**src/design/flexpage_size_and_base_calc_top_macros.svh**
```systemverilog
// Assertion macros used by the top design file.
`ifndef FLEXPAGE_SIZE_AND_BASE_CALC_TOP_MACROS_SVH
`define FLEXPAGE_SIZE_AND_BASE_CALC_TOP_MACROS_SVH

`ifndef NO_ASSERTIONS
`define FPSB_ASSERT_IMPL(lbl, clk, rst_n, ante, cons) \
    lbl: assert property (@(posedge clk) disable iff (!rst_n) (ante) |-> (cons)) \
        else $error("assertion failed");
`define FPSB_ASSERT_NEXT(lbl, clk, rst_n, ante, cons) \
    lbl: assert property (@(posedge clk) disable iff (!rst_n) (ante) |=> (cons)) \
        else $error("assertion failed");
`else
`define FPSB_ASSERT_IMPL(lbl, clk, rst_n, ante, cons)
`define FPSB_ASSERT_NEXT(lbl, clk, rst_n, ante, cons)
`endif

`endif

```
**src/design/fpsb_pkg.sv**
```systemverilog
package fpsb_pkg;

    localparam int FIELD_W = 32;
    localparam int LOG_W   = 6;
    localparam int LG_W    = 7;

    localparam logic ST_OK  = 1'b0;
    localparam logic ST_ERR = 1'b1;

    typedef logic [LG_W-1:0] t_lg;

    typedef struct packed {
        logic hi;
        logic ovr;
        t_lg  ovr_val;
    } t_lane_ctl;

    typedef struct packed {
        t_lg  want;
        t_lg  win;
        logic wr;
        logic part;
        logic more;
    } t_side_ctl;

    typedef struct packed {
        logic               status;
        logic [FIELD_W-1:0] page_base;
        logic [LOG_W-1:0]   page_log2;
        logic               writable;
        logic [FIELD_W-1:0] send_base;
    } t_rsp;

endpackage

```
**src/design/fpsb_if.sv**
```systemverilog
interface fpsb_req_if;
    import fpsb_pkg::*;

    logic               valid;
    logic               ready;
    logic [FIELD_W-1:0] area_base;
    logic [FIELD_W-1:0] area_len;
    logic [FIELD_W-1:0] area_ofs;
    logic [LOG_W-1:0]   want_log2;
    logic [LOG_W-1:0]   window_log2;
    logic [FIELD_W-1:0] window_offset;
    logic               write_req;
    logic               allow_partial;
    logic               allow_more;

    modport source (
        output valid, area_base, area_len, area_ofs, want_log2, window_log2,
               window_offset, write_req, allow_partial, allow_more,
        input  ready
    );
    modport sink (
        input  valid, area_base, area_len, area_ofs, want_log2, window_log2,
               window_offset, write_req, allow_partial, allow_more,
        output ready
    );
endinterface

interface fpsb_rsp_if;
    import fpsb_pkg::*;

    logic               valid;
    logic               ready;
    logic               status;
    logic [FIELD_W-1:0] page_base;
    logic [LOG_W-1:0]   page_log2;
    logic               writable;
    logic [FIELD_W-1:0] send_base;

    modport source (
        output valid, status, page_base, page_log2, writable, send_base,
        input  ready
    );
    modport sink (
        input  valid, status, page_base, page_log2, writable, send_base,
        output ready
    );
endinterface

```
**src/design/fpsb_front.sv**
```systemverilog
module fpsb_front #(
    parameter int ADDR_BITS  = 32,
    parameter int SPACE_LOG2 = 32
) (
    input  logic                            i_clk,
    input  logic                            i_en,
    input  logic [fpsb_pkg::FIELD_W-1:0]    i_area_base,
    input  logic [fpsb_pkg::FIELD_W-1:0]    i_area_len,
    input  logic [fpsb_pkg::FIELD_W-1:0]    i_area_ofs,
    input  logic [fpsb_pkg::LOG_W-1:0]      i_want_log2,
    input  logic [fpsb_pkg::LOG_W-1:0]      i_window_log2,
    input  logic [fpsb_pkg::FIELD_W-1:0]    i_window_offset,
    input  logic                            i_write_req,
    input  logic                            i_allow_partial,
    input  logic                            i_allow_more,
    output logic [ADDR_BITS-1:0]            o_op_a,
    output logic [ADDR_BITS-1:0]            o_op_b,
    output logic [ADDR_BITS-1:0]            o_op_c,
    output fpsb_pkg::t_lane_ctl             o_ctl_a,
    output fpsb_pkg::t_lane_ctl             o_ctl_b,
    output fpsb_pkg::t_lane_ctl             o_ctl_c,
    output logic [ADDR_BITS-1:0]            o_local,
    output logic [ADDR_BITS-1:0]            o_woff,
    output fpsb_pkg::t_side_ctl             o_side
);
    import fpsb_pkg::*;

    localparam t_lg SPACE = LG_W'(SPACE_LOG2);

    logic [ADDR_BITS-1:0] n_base, n_size, n_offs, n_woff;
    logic [ADDR_BITS-1:0] r_base, r_local, r_end, r_diff, r_woff;
    t_side_ctl            n_side, r_side;

    logic [ADDR_BITS-1:0] n_op_a, n_op_b, n_op_c, w_or;
    t_lane_ctl            n_ctl_a, n_ctl_b, n_ctl_c;
    logic                 w_eq_a, w_eq_b;

    logic [ADDR_BITS-1:0] r_op_a, r_op_b, r_op_c, r2_local, r2_woff;
    t_lane_ctl            r_ctl_a, r_ctl_b, r_ctl_c;
    t_side_ctl            r2_side;

    always_comb begin
        n_base      = ADDR_BITS'(i_area_base);
        n_size      = ADDR_BITS'(i_area_len);
        n_offs      = ADDR_BITS'(i_area_ofs);
        n_woff      = ADDR_BITS'(i_window_offset);
        n_side.want = LG_W'(i_want_log2);
        n_side.win  = LG_W'(i_window_log2);
        n_side.wr   = i_write_req;
        n_side.part = i_allow_partial;
        n_side.more = i_allow_more;
    end

    always_ff @(posedge i_clk) begin
        if (i_en) begin
            r_base  <= n_base;
            r_local <= n_base + n_offs;
            r_end   <= n_base + n_size;
            r_diff  <= n_size - n_offs;
            r_woff  <= n_woff;
            r_side  <= n_side;
        end
    end

    // In more mode the first two lanes scan the ranges below and above the
    // local address; otherwise they scan the remaining length and the
    // joint alignment of the local address and the window offset.
    always_comb begin
        w_eq_a = (r_base == r_local);
        w_eq_b = (r_local == r_end);
        w_or   = r_local | r_woff;

        if (r_side.more) begin
            n_op_a          = w_eq_a ? r_base : ((r_base - ADDR_BITS'(1)) ^ r_local);
            n_ctl_a.hi      = !w_eq_a;
            n_ctl_a.ovr     = w_eq_a && (r_base == '0);
            n_ctl_a.ovr_val = SPACE;
            n_op_b          = w_eq_b ? r_local : ((r_local - ADDR_BITS'(1)) ^ r_end);
            n_ctl_b.hi      = !w_eq_b;
            n_ctl_b.ovr     = w_eq_b && (r_local == '0);
            n_ctl_b.ovr_val = SPACE;
        end else begin
            n_op_a          = r_diff;
            n_ctl_a.hi      = 1'b1;
            n_ctl_a.ovr     = 1'b0;
            n_ctl_a.ovr_val = SPACE;
            n_op_b          = w_or;
            n_ctl_b.hi      = 1'b0;
            n_ctl_b.ovr     = (w_or == '0);
            n_ctl_b.ovr_val = r_side.win;
        end

        n_op_c          = r_local ^ r_woff;
        n_ctl_c.hi      = 1'b0;
        n_ctl_c.ovr     = (r_local == r_woff);
        n_ctl_c.ovr_val = r_side.win;
    end

    always_ff @(posedge i_clk) begin
        if (i_en) begin
            r_op_a   <= n_op_a;
            r_op_b   <= n_op_b;
            r_op_c   <= n_op_c;
            r_ctl_a  <= n_ctl_a;
            r_ctl_b  <= n_ctl_b;
            r_ctl_c  <= n_ctl_c;
            r2_local <= r_local;
            r2_woff  <= r_woff;
            r2_side  <= r_side;
        end
    end

    assign o_op_a  = r_op_a;
    assign o_op_b  = r_op_b;
    assign o_op_c  = r_op_c;
    assign o_ctl_a = r_ctl_a;
    assign o_ctl_b = r_ctl_b;
    assign o_ctl_c = r_ctl_c;
    assign o_local = r2_local;
    assign o_woff  = r2_woff;
    assign o_side  = r2_side;

endmodule

```
**src/design/fpsb_scan.sv**
```systemverilog
module fpsb_scan #(
    parameter int W = 32
) (
    input  logic                i_clk,
    input  logic                i_en,
    input  logic [W-1:0]        i_op,
    input  fpsb_pkg::t_lane_ctl i_ctl,
    output fpsb_pkg::t_lg       o_res
);
    import fpsb_pkg::*;

    localparam int G  = (W + 7) / 8;
    localparam int PW = G * 8;

    logic [W-1:0]  w_rev, w_v;
    logic [PW-1:0] w_pv;
    logic [G-1:0]  n_nz, r_nz;
    logic [2:0]    n_gi [G];
    logic [2:0]    r_gi [G];
    t_lane_ctl     r_ctl;

    t_lg  w_pos, w_idx;
    logic w_any;
    t_lg  r_res;

    // A low scan runs as a high scan of the bit-reversed operand.
    always_comb begin
        for (int i = 0; i < W; i++) begin
            w_rev[i] = i_op[W-1-i];
        end
        w_v  = i_ctl.hi ? i_op : w_rev;
        w_pv = PW'(w_v);
        for (int g = 0; g < G; g++) begin
            n_nz[g] = |w_pv[g*8 +: 8];
            n_gi[g] = 3'd0;
            for (int b = 0; b < 8; b++) begin
                if (w_pv[g*8+b]) begin
                    n_gi[g] = 3'(b);
                end
            end
        end
    end

    always_ff @(posedge i_clk) begin
        if (i_en) begin
            r_nz  <= n_nz;
            r_gi  <= n_gi;
            r_ctl <= i_ctl;
        end
    end

    always_comb begin
        w_pos = '0;
        w_any = |r_nz;
        for (int g = 0; g < G; g++) begin
            if (r_nz[g]) begin
                w_pos = LG_W'(g * 8) | LG_W'(r_gi[g]);
            end
        end
        w_idx = r_ctl.hi ? w_pos : (LG_W'(W - 1) - w_pos);
    end

    always_ff @(posedge i_clk) begin
        if (i_en) begin
            r_res <= r_ctl.ovr ? r_ctl.ovr_val : (w_any ? w_idx : '0);
        end
    end

    assign o_res = r_res;

endmodule

```
**src/design/fpsb_back.sv**
```systemverilog
module fpsb_back #(
    parameter int ADDR_BITS = 32
) (
    input  logic                    i_clk,
    input  logic                    i_en,
    input  fpsb_pkg::t_lg           i_res_a,
    input  fpsb_pkg::t_lg           i_res_b,
    input  fpsb_pkg::t_lg           i_res_c,
    input  logic [ADDR_BITS-1:0]    i_local,
    input  logic [ADDR_BITS-1:0]    i_woff,
    input  fpsb_pkg::t_side_ctl     i_side,
    output fpsb_pkg::t_rsp          o_rsp
);
    import fpsb_pkg::*;

    t_lg  w_ab, w_bw, w_cw, w_more, w_plain, n_fs;
    logic n_err;

    t_lg                  r_fs;
    logic                 r_err, r_wr;
    logic [ADDR_BITS-1:0] r_local, r_woff;

    logic [ADDR_BITS-1:0] w_mask, w_start, w_send;
    t_rsp                 n_rsp, r_rsp;

    always_comb begin
        w_ab    = (i_res_a < i_res_b) ? i_res_a : i_res_b;
        w_cw    = (i_res_c < i_side.win) ? i_res_c : i_side.win;
        w_bw    = (i_res_b < i_side.win) ? i_res_b : i_side.win;
        w_more  = (w_ab < w_cw) ? w_ab : w_cw;
        w_plain = (i_res_a < w_bw) ? i_res_a : w_bw;
        if (w_plain > i_side.want) begin
            w_plain = i_side.want;
        end
        n_fs  = i_side.more ? w_more : w_plain;
        n_err = (n_fs < i_side.want) && !i_side.part;
    end

    always_ff @(posedge i_clk) begin
        if (i_en) begin
            r_fs    <= n_fs;
            r_err   <= n_err;
            r_wr    <= i_side.wr;
            r_local <= i_local;
            r_woff  <= i_woff;
        end
    end

    always_comb begin
        for (int i = 0; i < ADDR_BITS; i++) begin
            w_mask[i] = (LG_W'(i) < r_fs);
        end
        w_start = r_local & ~w_mask;
        w_send  = r_woff - (r_local & w_mask);
        if (r_err) begin
            n_rsp = '0;
            n_rsp.status = ST_ERR;
        end else begin
            n_rsp.status    = ST_OK;
            n_rsp.page_base = FIELD_W'(w_start);
            n_rsp.page_log2 = r_fs[LOG_W-1:0];
            n_rsp.writable  = r_wr;
            n_rsp.send_base = FIELD_W'(w_send);
        end
    end

    always_ff @(posedge i_clk) begin
        if (i_en) begin
            r_rsp <= n_rsp;
        end
    end

    assign o_rsp = r_rsp;

endmodule

```
**src/design/flexpage_size_and_base_calc_top.sv**
```systemverilog
// Throughput: one item per cycle; the six register stages (operand sums,
// scan operands, two bit-scan stages, size selection, base and send base)
// advance together and hold as a whole while the output item is not taken.
// Reset: synchronous, active low; it clears the stage valid bits only.
`include "flexpage_size_and_base_calc_top_macros.svh"

module flexpage_size_and_base_calc_top #(
    parameter int ADDR_BITS  = 32,
    parameter int SPACE_LOG2 = 32
) (
    input  logic        i_clk,
    input  logic        i_rst_n,
    fpsb_req_if.sink    i_req,
    fpsb_rsp_if.source  o_rsp
);
    import fpsb_pkg::*;

    localparam int NS = 6;

    logic [NS-1:0] r_vld;
    logic          w_adv;

    logic [ADDR_BITS-1:0] w_op_a, w_op_b, w_op_c, w_local, w_woff;
    t_lane_ctl            w_ctl_a, w_ctl_b, w_ctl_c;
    t_side_ctl            w_side;
    t_lg                  w_res_a, w_res_b, w_res_c;

    logic [ADDR_BITS-1:0] r_local_d1, r_local_d2, r_woff_d1, r_woff_d2;
    t_side_ctl            r_side_d1, r_side_d2;
    t_rsp                 w_rsp;

    assign w_adv       = !r_vld[NS-1] || o_rsp.ready;
    assign i_req.ready = w_adv;

    always_ff @(posedge i_clk) begin
        if (!i_rst_n) begin
            r_vld <= '0;
        end else if (w_adv) begin
            r_vld <= {r_vld[NS-2:0], i_req.valid};
        end
    end

    fpsb_front #(
        .ADDR_BITS  (ADDR_BITS),
        .SPACE_LOG2 (SPACE_LOG2)
    ) u_front (
        .i_clk           (i_clk),
        .i_en            (w_adv),
        .i_area_base     (i_req.area_base),
        .i_area_len      (i_req.area_len),
        .i_area_ofs      (i_req.area_ofs),
        .i_want_log2     (i_req.want_log2),
        .i_window_log2   (i_req.window_log2),
        .i_window_offset (i_req.window_offset),
        .i_write_req     (i_req.write_req),
        .i_allow_partial (i_req.allow_partial),
        .i_allow_more    (i_req.allow_more),
        .o_op_a          (w_op_a),
        .o_op_b          (w_op_b),
        .o_op_c          (w_op_c),
        .o_ctl_a         (w_ctl_a),
        .o_ctl_b         (w_ctl_b),
        .o_ctl_c         (w_ctl_c),
        .o_local         (w_local),
        .o_woff          (w_woff),
        .o_side          (w_side)
    );

    fpsb_scan #(.W(ADDR_BITS)) u_scan_a (
        .i_clk (i_clk),
        .i_en  (w_adv),
        .i_op  (w_op_a),
        .i_ctl (w_ctl_a),
        .o_res (w_res_a)
    );

    fpsb_scan #(.W(ADDR_BITS)) u_scan_b (
        .i_clk (i_clk),
        .i_en  (w_adv),
        .i_op  (w_op_b),
        .i_ctl (w_ctl_b),
        .o_res (w_res_b)
    );

    fpsb_scan #(.W(ADDR_BITS)) u_scan_c (
        .i_clk (i_clk),
        .i_en  (w_adv),
        .i_op  (w_op_c),
        .i_ctl (w_ctl_c),
        .o_res (w_res_c)
    );

    always_ff @(posedge i_clk) begin
        if (w_adv) begin
            r_local_d1 <= w_local;
            r_local_d2 <= r_local_d1;
            r_woff_d1  <= w_woff;
            r_woff_d2  <= r_woff_d1;
            r_side_d1  <= w_side;
            r_side_d2  <= r_side_d1;
        end
    end

    fpsb_back #(.ADDR_BITS(ADDR_BITS)) u_back (
        .i_clk   (i_clk),
        .i_en    (w_adv),
        .i_res_a (w_res_a),
        .i_res_b (w_res_b),
        .i_res_c (w_res_c),
        .i_local (r_local_d2),
        .i_woff  (r_woff_d2),
        .i_side  (r_side_d2),
        .o_rsp   (w_rsp)
    );

    assign o_rsp.valid     = r_vld[NS-1];
    assign o_rsp.status    = w_rsp.status;
    assign o_rsp.page_base = w_rsp.page_base;
    assign o_rsp.page_log2 = w_rsp.page_log2;
    assign o_rsp.writable  = w_rsp.writable;
    assign o_rsp.send_base = w_rsp.send_base;

    `FPSB_ASSERT_IMPL(a_err_fields_zero, i_clk, i_rst_n,
        o_rsp.valid && o_rsp.status == ST_ERR,
        o_rsp.page_base == '0 && o_rsp.page_log2 == '0 && !o_rsp.writable
            && o_rsp.send_base == '0)
    `FPSB_ASSERT_IMPL(a_whole_space_base, i_clk, i_rst_n,
        o_rsp.valid && o_rsp.status == ST_OK && o_rsp.page_log2 >= ADDR_BITS,
        o_rsp.page_base == '0)
    `FPSB_ASSERT_IMPL(a_stall_cause, i_clk, i_rst_n,
        !i_req.ready, o_rsp.valid && !o_rsp.ready)
    `FPSB_ASSERT_NEXT(a_accept_enters, i_clk, i_rst_n,
        i_req.valid && i_req.ready, r_vld[0])

endmodule
```
**src/flat_wrapper.sv**
```systemverilog
// flat-port wrapper written by rule: the top's interface ports become plain ports
module flexpage_size_and_base_calc_top_flat import fpsb_pkg::*;
#(
    parameter int ADDR_BITS  = 32,
    parameter int SPACE_LOG2 = 32
)
  (i_clk, i_rst_n, i_req_valid, i_req_area_base, i_req_area_len, i_req_area_ofs, i_req_want_log2, i_req_window_log2, i_req_window_offset, i_req_write_req, i_req_allow_partial, i_req_allow_more, i_req_ready, o_rsp_valid, o_rsp_status, o_rsp_page_base, o_rsp_page_log2, o_rsp_writable, o_rsp_send_base, o_rsp_ready);
  fpsb_req_if i_req_i ();
  fpsb_rsp_if o_rsp_i ();
  input  logic i_clk;
  input  logic i_rst_n;
  input wire logic [$bits(i_req_i.valid)-1:0] i_req_valid;
  input wire logic [$bits(i_req_i.area_base)-1:0] i_req_area_base;
  input wire logic [$bits(i_req_i.area_len)-1:0] i_req_area_len;
  input wire logic [$bits(i_req_i.area_ofs)-1:0] i_req_area_ofs;
  input wire logic [$bits(i_req_i.want_log2)-1:0] i_req_want_log2;
  input wire logic [$bits(i_req_i.window_log2)-1:0] i_req_window_log2;
  input wire logic [$bits(i_req_i.window_offset)-1:0] i_req_window_offset;
  input wire logic [$bits(i_req_i.write_req)-1:0] i_req_write_req;
  input wire logic [$bits(i_req_i.allow_partial)-1:0] i_req_allow_partial;
  input wire logic [$bits(i_req_i.allow_more)-1:0] i_req_allow_more;
  output wire logic [$bits(i_req_i.ready)-1:0] i_req_ready;
  output wire logic [$bits(o_rsp_i.valid)-1:0] o_rsp_valid;
  output wire logic [$bits(o_rsp_i.status)-1:0] o_rsp_status;
  output wire logic [$bits(o_rsp_i.page_base)-1:0] o_rsp_page_base;
  output wire logic [$bits(o_rsp_i.page_log2)-1:0] o_rsp_page_log2;
  output wire logic [$bits(o_rsp_i.writable)-1:0] o_rsp_writable;
  output wire logic [$bits(o_rsp_i.send_base)-1:0] o_rsp_send_base;
  input wire logic [$bits(o_rsp_i.ready)-1:0] o_rsp_ready;
  assign i_req_i.valid = i_req_valid;
  assign i_req_i.area_base = i_req_area_base;
  assign i_req_i.area_len = i_req_area_len;
  assign i_req_i.area_ofs = i_req_area_ofs;
  assign i_req_i.want_log2 = i_req_want_log2;
  assign i_req_i.window_log2 = i_req_window_log2;
  assign i_req_i.window_offset = i_req_window_offset;
  assign i_req_i.write_req = i_req_write_req;
  assign i_req_i.allow_partial = i_req_allow_partial;
  assign i_req_i.allow_more = i_req_allow_more;
  assign i_req_ready = i_req_i.ready;
  assign o_rsp_valid = o_rsp_i.valid;
  assign o_rsp_status = o_rsp_i.status;
  assign o_rsp_page_base = o_rsp_i.page_base;
  assign o_rsp_page_log2 = o_rsp_i.page_log2;
  assign o_rsp_writable = o_rsp_i.writable;
  assign o_rsp_send_base = o_rsp_i.send_base;
  assign o_rsp_i.ready = o_rsp_ready;
  flexpage_size_and_base_calc_top #(.ADDR_BITS(ADDR_BITS), .SPACE_LOG2(SPACE_LOG2)) u_core (.i_clk(i_clk), .i_rst_n(i_rst_n), .i_req(i_req_i), .o_rsp(o_rsp_i));
endmodule
```
**config.mk**
```make
export PLATFORM = sky130hd
export DESIGN_NAME = flexpage_size_and_base_calc_top_flat
export DESIGN_NICKNAME = d
export VERILOG_FILES = /design/src/design/fpsb_pkg.sv /design/src/design/fpsb_if.sv /design/src/design/fpsb_front.sv /design/src/design/fpsb_scan.sv /design/src/design/fpsb_back.sv /design/src/design/flexpage_size_and_base_calc_top.sv /design/src/flat_wrapper.sv
export VERILOG_INCLUDE_DIRS = /design/src /design/src/design
export SDC_FILE = /design/constraint.sdc
export NUM_CORES = 1
export LEC_CHECK = 0
export ABC_CLOCK_PERIOD_IN_PS = 35000
export BUFFER_PORTS_ARGS = -buffer_cell sky130_fd_sc_hd__buf_2
export CAP_MARGIN = 15
export CORE_ASPECT_RATIO = 1.75
export CORE_MARGIN = 10
export CORE_UTILIZATION = 30
export DETAILED_ROUTE_END_ITERATION = 12
export PLACE_DENSITY = 0.54
export RECOVER_POWER = 100
export SYNTH_ARGS = -nofsm -noshare
export SYNTH_HDL_FRONTEND = slang
export SYNTH_SLANG_ARGS = --single-unit
```
**constraint.sdc**
```tcl
create_clock -name i_clk -period 35 [get_ports i_clk]
set_input_delay 1.75 -clock i_clk [delete_from_list [all_inputs] [get_ports i_clk]]
set_output_delay 1.75 -clock i_clk [all_outputs]
set_load 0.01 [all_outputs]
```
Yosys cells after proc, flatten, opt, wreduce, memory -nomap -nowiden
Index checks and enable logic that the tools add are counted.
{"block": "totals", "regBits": 764, "elab_cells": 322}
{"block": "op_classes", "n_addsub": 9, "magnitude_cmp": 39, "eq_ne": 3, "n_mux": 107, "bitwise_logic": 9, "n_reduce_logical": 52}
{"op": "two-way mux 32 bit", "n": 6}
{"op": "two-way mux 7 bit", "n": 20}
{"op": "< comparator 5 x 7 -> 1 bit, first input constant", "n": 16}
{"op": "== test 32 bit", "n": 3}
{"op": "zero test 32 bit", "n": 3}
{"op": "OR reduction 8 bit", "n": 12}
{"op": "XOR 32 bit", "n": 3}
{"op": "two-way mux 72 bit", "n": 1}
{"op": "adder 32 bit", "n": 2}
{"op": "bitwise AND 32 bit", "n": 2}
{"op": "subtractor 32 x 1 -> 32 bit, second input constant", "n": 2}
{"op": "subtractor 32 bit", "n": 2}
{"op": "two-way mux 3 bit", "n": 21}
{"op": "two-way mux 2 bit", "n": 30}
{"op": "OR reduction 4 bit", "n": 15}
{"op": "< comparator 4 x 7 -> 1 bit, first input constant", "n": 8}
{"op": "inverter 32 bit", "n": 1}
{"op": "OR 32 bit", "n": 1}
{"op": "< comparator 3 x 7 -> 1 bit, first input constant", "n": 4}
{"op": "OR reduction 2 bit", "n": 14}
{"op": "two-way mux 1 bit", "n": 24}
{"op": "two-way mux 6 bit", "n": 4}
{"op": "< comparator 7 x 6 -> 1 bit", "n": 3}
{"op": "< comparator 7 bit", "n": 3}
{"op": "other kinds (9)", "n": 19}

Logic depth before layout (Yosys ltp)
{"block": "depth", "word_depth": 9, "mapped_depth": 32, "mapped_depth_nobuf": 31}

By module
A second synthesis with hierarchy kept.
{"block": "unflattened", "cells_unflattened": 3212, "area_unflattened_um2": 39078.7}
{"module": "fpsb_front", "instances": 1, "cells_per_inst": 1709, "area_per_inst_um2": 20020.5}
{"module": "fpsb_back", "instances": 1, "cells_per_inst": 777, "area_per_inst_um2": 8589.5}
{"module": "fpsb_scan", "instances": 3, "cells_per_inst": 181, "area_per_inst_um2": 1791.7}
{"module": "flexpage_size_and_base_calc_top", "instances": 1, "cells_per_inst": 183, "area_per_inst_um2": 5093.6}

Worst setup path before layout
No wires, ideal clock.
{"block": "synth_path", "path_kind": "input to output", "start": "input port o_rsp_ready", "end": "output port i_req_ready", "arrival_ns": 16.249, "required_time_ns": 33.250, "setup_slack_ns": 17.001, "cell_stages": 3, "n_path_buf": 1, "path_cell_list": "nor2b_1 clkbuf_1 inv_1"}
{"block": "synth_between", "elab_chain_cells": 1}
{"item": "from (decl)", "line_no": "flat_wrapper.sv:29", "text": "input wire logic [$bits(o_rsp_i.ready)-1:0] o_rsp_ready;"}
{"item": "logical OR 1 bit", "line_no": "flexpage_size_and_base_calc_top.sv:32", "text": "assign w_adv = !r_vld[NS-1] || o_rsp.ready;"}
{"item": "to (decl)", "line_no": "flat_wrapper.sv:22", "text": "output wire logic [$bits(i_req_i.ready)-1:0] i_req_ready;"}
No other way between the ends.

Worst setup path in the final report
{"block": "layout_path", "start": "input port o_rsp_ready", "end": "register u_core.u_front.r_diff[26] (enable)"}
{"block": "layout_between", "elab_chain_cells": 1}
{"item": "logical OR 1 bit", "line_no": "flexpage_size_and_base_calc_top.sv:32"}
{"item": "to (signal assigned)", "line_no": "fpsb_front.sv:59", "text": "r_diff <= n_size - n_offs;"}
{"item": "to (decl)", "line_no": "fpsb_front.sv:31", "text": "logic [ADDR_BITS-1:0] r_base, r_local, r_end, r_diff, r_woff;"}
No other way between the ends.
A chain may end at the register's enable or synchronous reset.

==> flow_summary.yaml <==
worst_setup_path:
  crit_type: "input pin to register"
  arrival_ns: 19.28
  worstPathRequired_ns: 35.18
  crit_path_max_fanout: 185
  crit_path_end_kind: "register"
  critPathLaunchType: "input pin"
logic_synthesis:
  synth_top_area_share_pct: 60.3
  ys_warn_count: 0
  yosysTopAreaCell: "edfxtp_1"
  syn_inst: 2982
  synth_edf_count: 740
  netlist_top_cells_area: "edfxtp_1, ha_1, xnor2_1"
  synthesis.nets: 3332
  synth_ff_type: "edfxtp_1"
  synth_common_cells: "edfxtp_1, nor2_1, a21oi_1"
  yosysUniqueCellTypes: 76
  synth.most_common_cell: "edfxtp_1"
  syn_area_per_cell_sq_um: 12.4
  synth_seq_cells: 746
  postSynth.asyncResetShare_pct: 0
  synth_seq_area_share_pct: 60.6
  syn_area_sq_um: 36900
route:
  detail-route-antenna-nets: 0
  routed_wl_um: 100000
  vias: 23300
  drt_iter0_markers: 1453
  drtPass1Iterations: 5
  wl_per_cell_um: 20.5
  vias_per_cell: 4.77
  drc: 0
hold_path:
  hold_class: "register to register"
cells_and_area:
  area_growth_pct: 14.2
  drive_gt1_share_pct: 7.54
  layout.nets: 3555
  n_fill_cell: 12200
  finalNonFillerCells: 4898
  largest_register_ffs: 72
clocking:
  cts_hold_buf: 0
  numCtsBuffers: 72
  post_cts_resized: 0
  cts_sinks: 746
  htreeDepth: 3
  cts_tree: "built"
  root_buffer: "clkbuf_16"
  cts_setup_buffers: 0
  clkTransAtPathRegs_ns: 0.07
  worstSkewPairLatency_ns: 0.68
  clockBufferDepth: 3
timing:
  fin_ws_ns: 15.90
  rsz0062_at_grt: "no"
  maxSlewHeadroom_pct: -528
  finalHoldViolCount: 0
  drv_slew: 997
  setup-tns-final_ns: 0
  finalCritPeriodShare_pct: 54.6
  hold_ws_ns: 0.409
  worst_slew_pin_slew_ns: 9.42
  period_minus_slack_ns: 19.10
  clock_skew_ns: 0.0453
  setup_viol: 0
  fmax_mhz: 52.3
pwr:
  ir_worst_vdd_mv: 0.0373
  p_leak_nw: 16.0
  power.density_nw_per_um2: 63.5
flow_run:
  maxCapViolCount: 12
floorplanning:
  ioPinCount: 221
  row_count: 170
  die_h_um: 484
  core-area_sq_um: 122000
  die_area_sq_um: 138000
  initial_core_util_pct: 30.1
  die_x_um: 285
global_routing:
  grt_start_max_net_pins: 194
  met2_usage_pct: 26.9
  use_met1_pct: 14.7
  grt_pass1_wl_um: 148000
  grt_util_met3_pct: 2.07
  busiest_layer: "met2"
  grt_pass1_vias: 24200
  antenna_found_initial: 3
  grt_remaining_overflow: 0
  track_usage_pct: 14.2
place:
  place.gp.congestion: 0.895
  port-buffer-count: 220
  pre_cts_slack_ns: 27.73
  detailed_place_hpwl_um: 78100
  dp_cells: 4765
outcome:
  status: "complete, but fails checks"
  violations: "max-capacitance violations, max-slew violations"
-- where the power goes --
part,internal (mW),switching [mW]
Sequential,1.17,0.120
Combinational,0.214,0.323
Clock,0.489,0.359
-- metal layers --
metal	share of wire (%)	up-vias	wire length, um
met5	0.013	-	13
met4	5.4	2	5380
met3	3.5	199	3520
met2	54	560	53800
met1	37	11200	37500
li1	-	11400	-
-- layout make-up --
type	instances	area, sq um	area share (%)
clock buffers	82	1840	4.37
clock inverters	49	721	1.71
diodes	2	5.00	0.0119
flip-flops and latches	746	22300	53.1
multi-input cells	1955	13400	31.8
inverters	190	714	1.70
well taps	1634	2040	4.86
repair buffers	240	1020	2.43
-- through the flow --
stage               area [sq um]  util (%)  total power, mW
CTS                        42400      34.7             2.72
global placement           39800      32.6             1.85
detailed placement         39800      32.6             1.86
global route               42100      34.4             2.81
floorplan                  36900         -             1.62
finish                     42100      34.4             2.67
-- layout by cell type (no fill, tap or decap), types with 9 or more instances in the layout --
cell type	count
edfxtp_1	740
nor2_1	316
a21oi_1	228
ha_1	199
inv_1	189
xnor2_1	177
clkbuf_1	161
o21ai_0	119
nand2_1	118
xor2_1	115
buf_2	84
clkbuf_16	72
nor3_1	60
nor2b_1	46
nor4_1	45
mux2i_1	44
a21o_1	44
nand2b_1	37
nand4_1	34
o21a_1	34
nand3_1	32
or3_1	23
mux2_2	18
o211ai_1	17
a211oi_1	17
o21bai_1	17
a31oi_1	16
and3_1	15
bufinv_16	14
o31ai_1	13
or4_1	13
a2111oi_0	11
and2_1	10
o31a_1	9
a22oi_1	9
-- final timing paths --
check / cells after the start / slack [ns] / from / end
hold / removal: 0 / 0.41 / u_core.r_local_d2[31] / u_core.u_back.r_local[31]
hold reg to reg: 0 / 0.41 / u_core.r_local_d2[31] / u_core.u_back.r_local[31]
setup reg to reg: 6 / 16.66 / u_core.r_vld[5] / u_core.u_front.r_diff[26]
setup / recovery: 7 / 15.90 / o_rsp_ready / u_core.u_front.r_diff[26]
-- worst max-delay path: stages --
cell	delay (ns)
buf_2	0.08
nor2b_1	0.13
clkinvlp_2	1.67
clkbuf_1	6.62
clkbuf_1	3.04
clkbuf_1	3.04
clkbuf_1	2.83
-- cell families (layout without fill, tap and decap cells) --
kind of cell / Yosys count / count (layout) / share of synthesized area, %
other cells: 0 / 2 / 0
simple gates: 798 / 798 / 10.8
compound gates: 598 / 598 / 10.0
mux: 64 / 64 / 1.81
flops: 746 / 746 / 60.6
xor+xnor: 292 / 292 / 6.94
fa+ha+maj: 203 / 203 / 6.97
buf+inv: 281 / 561 / 2.87
Note: power is estimated with default switching activity, not from simulation.
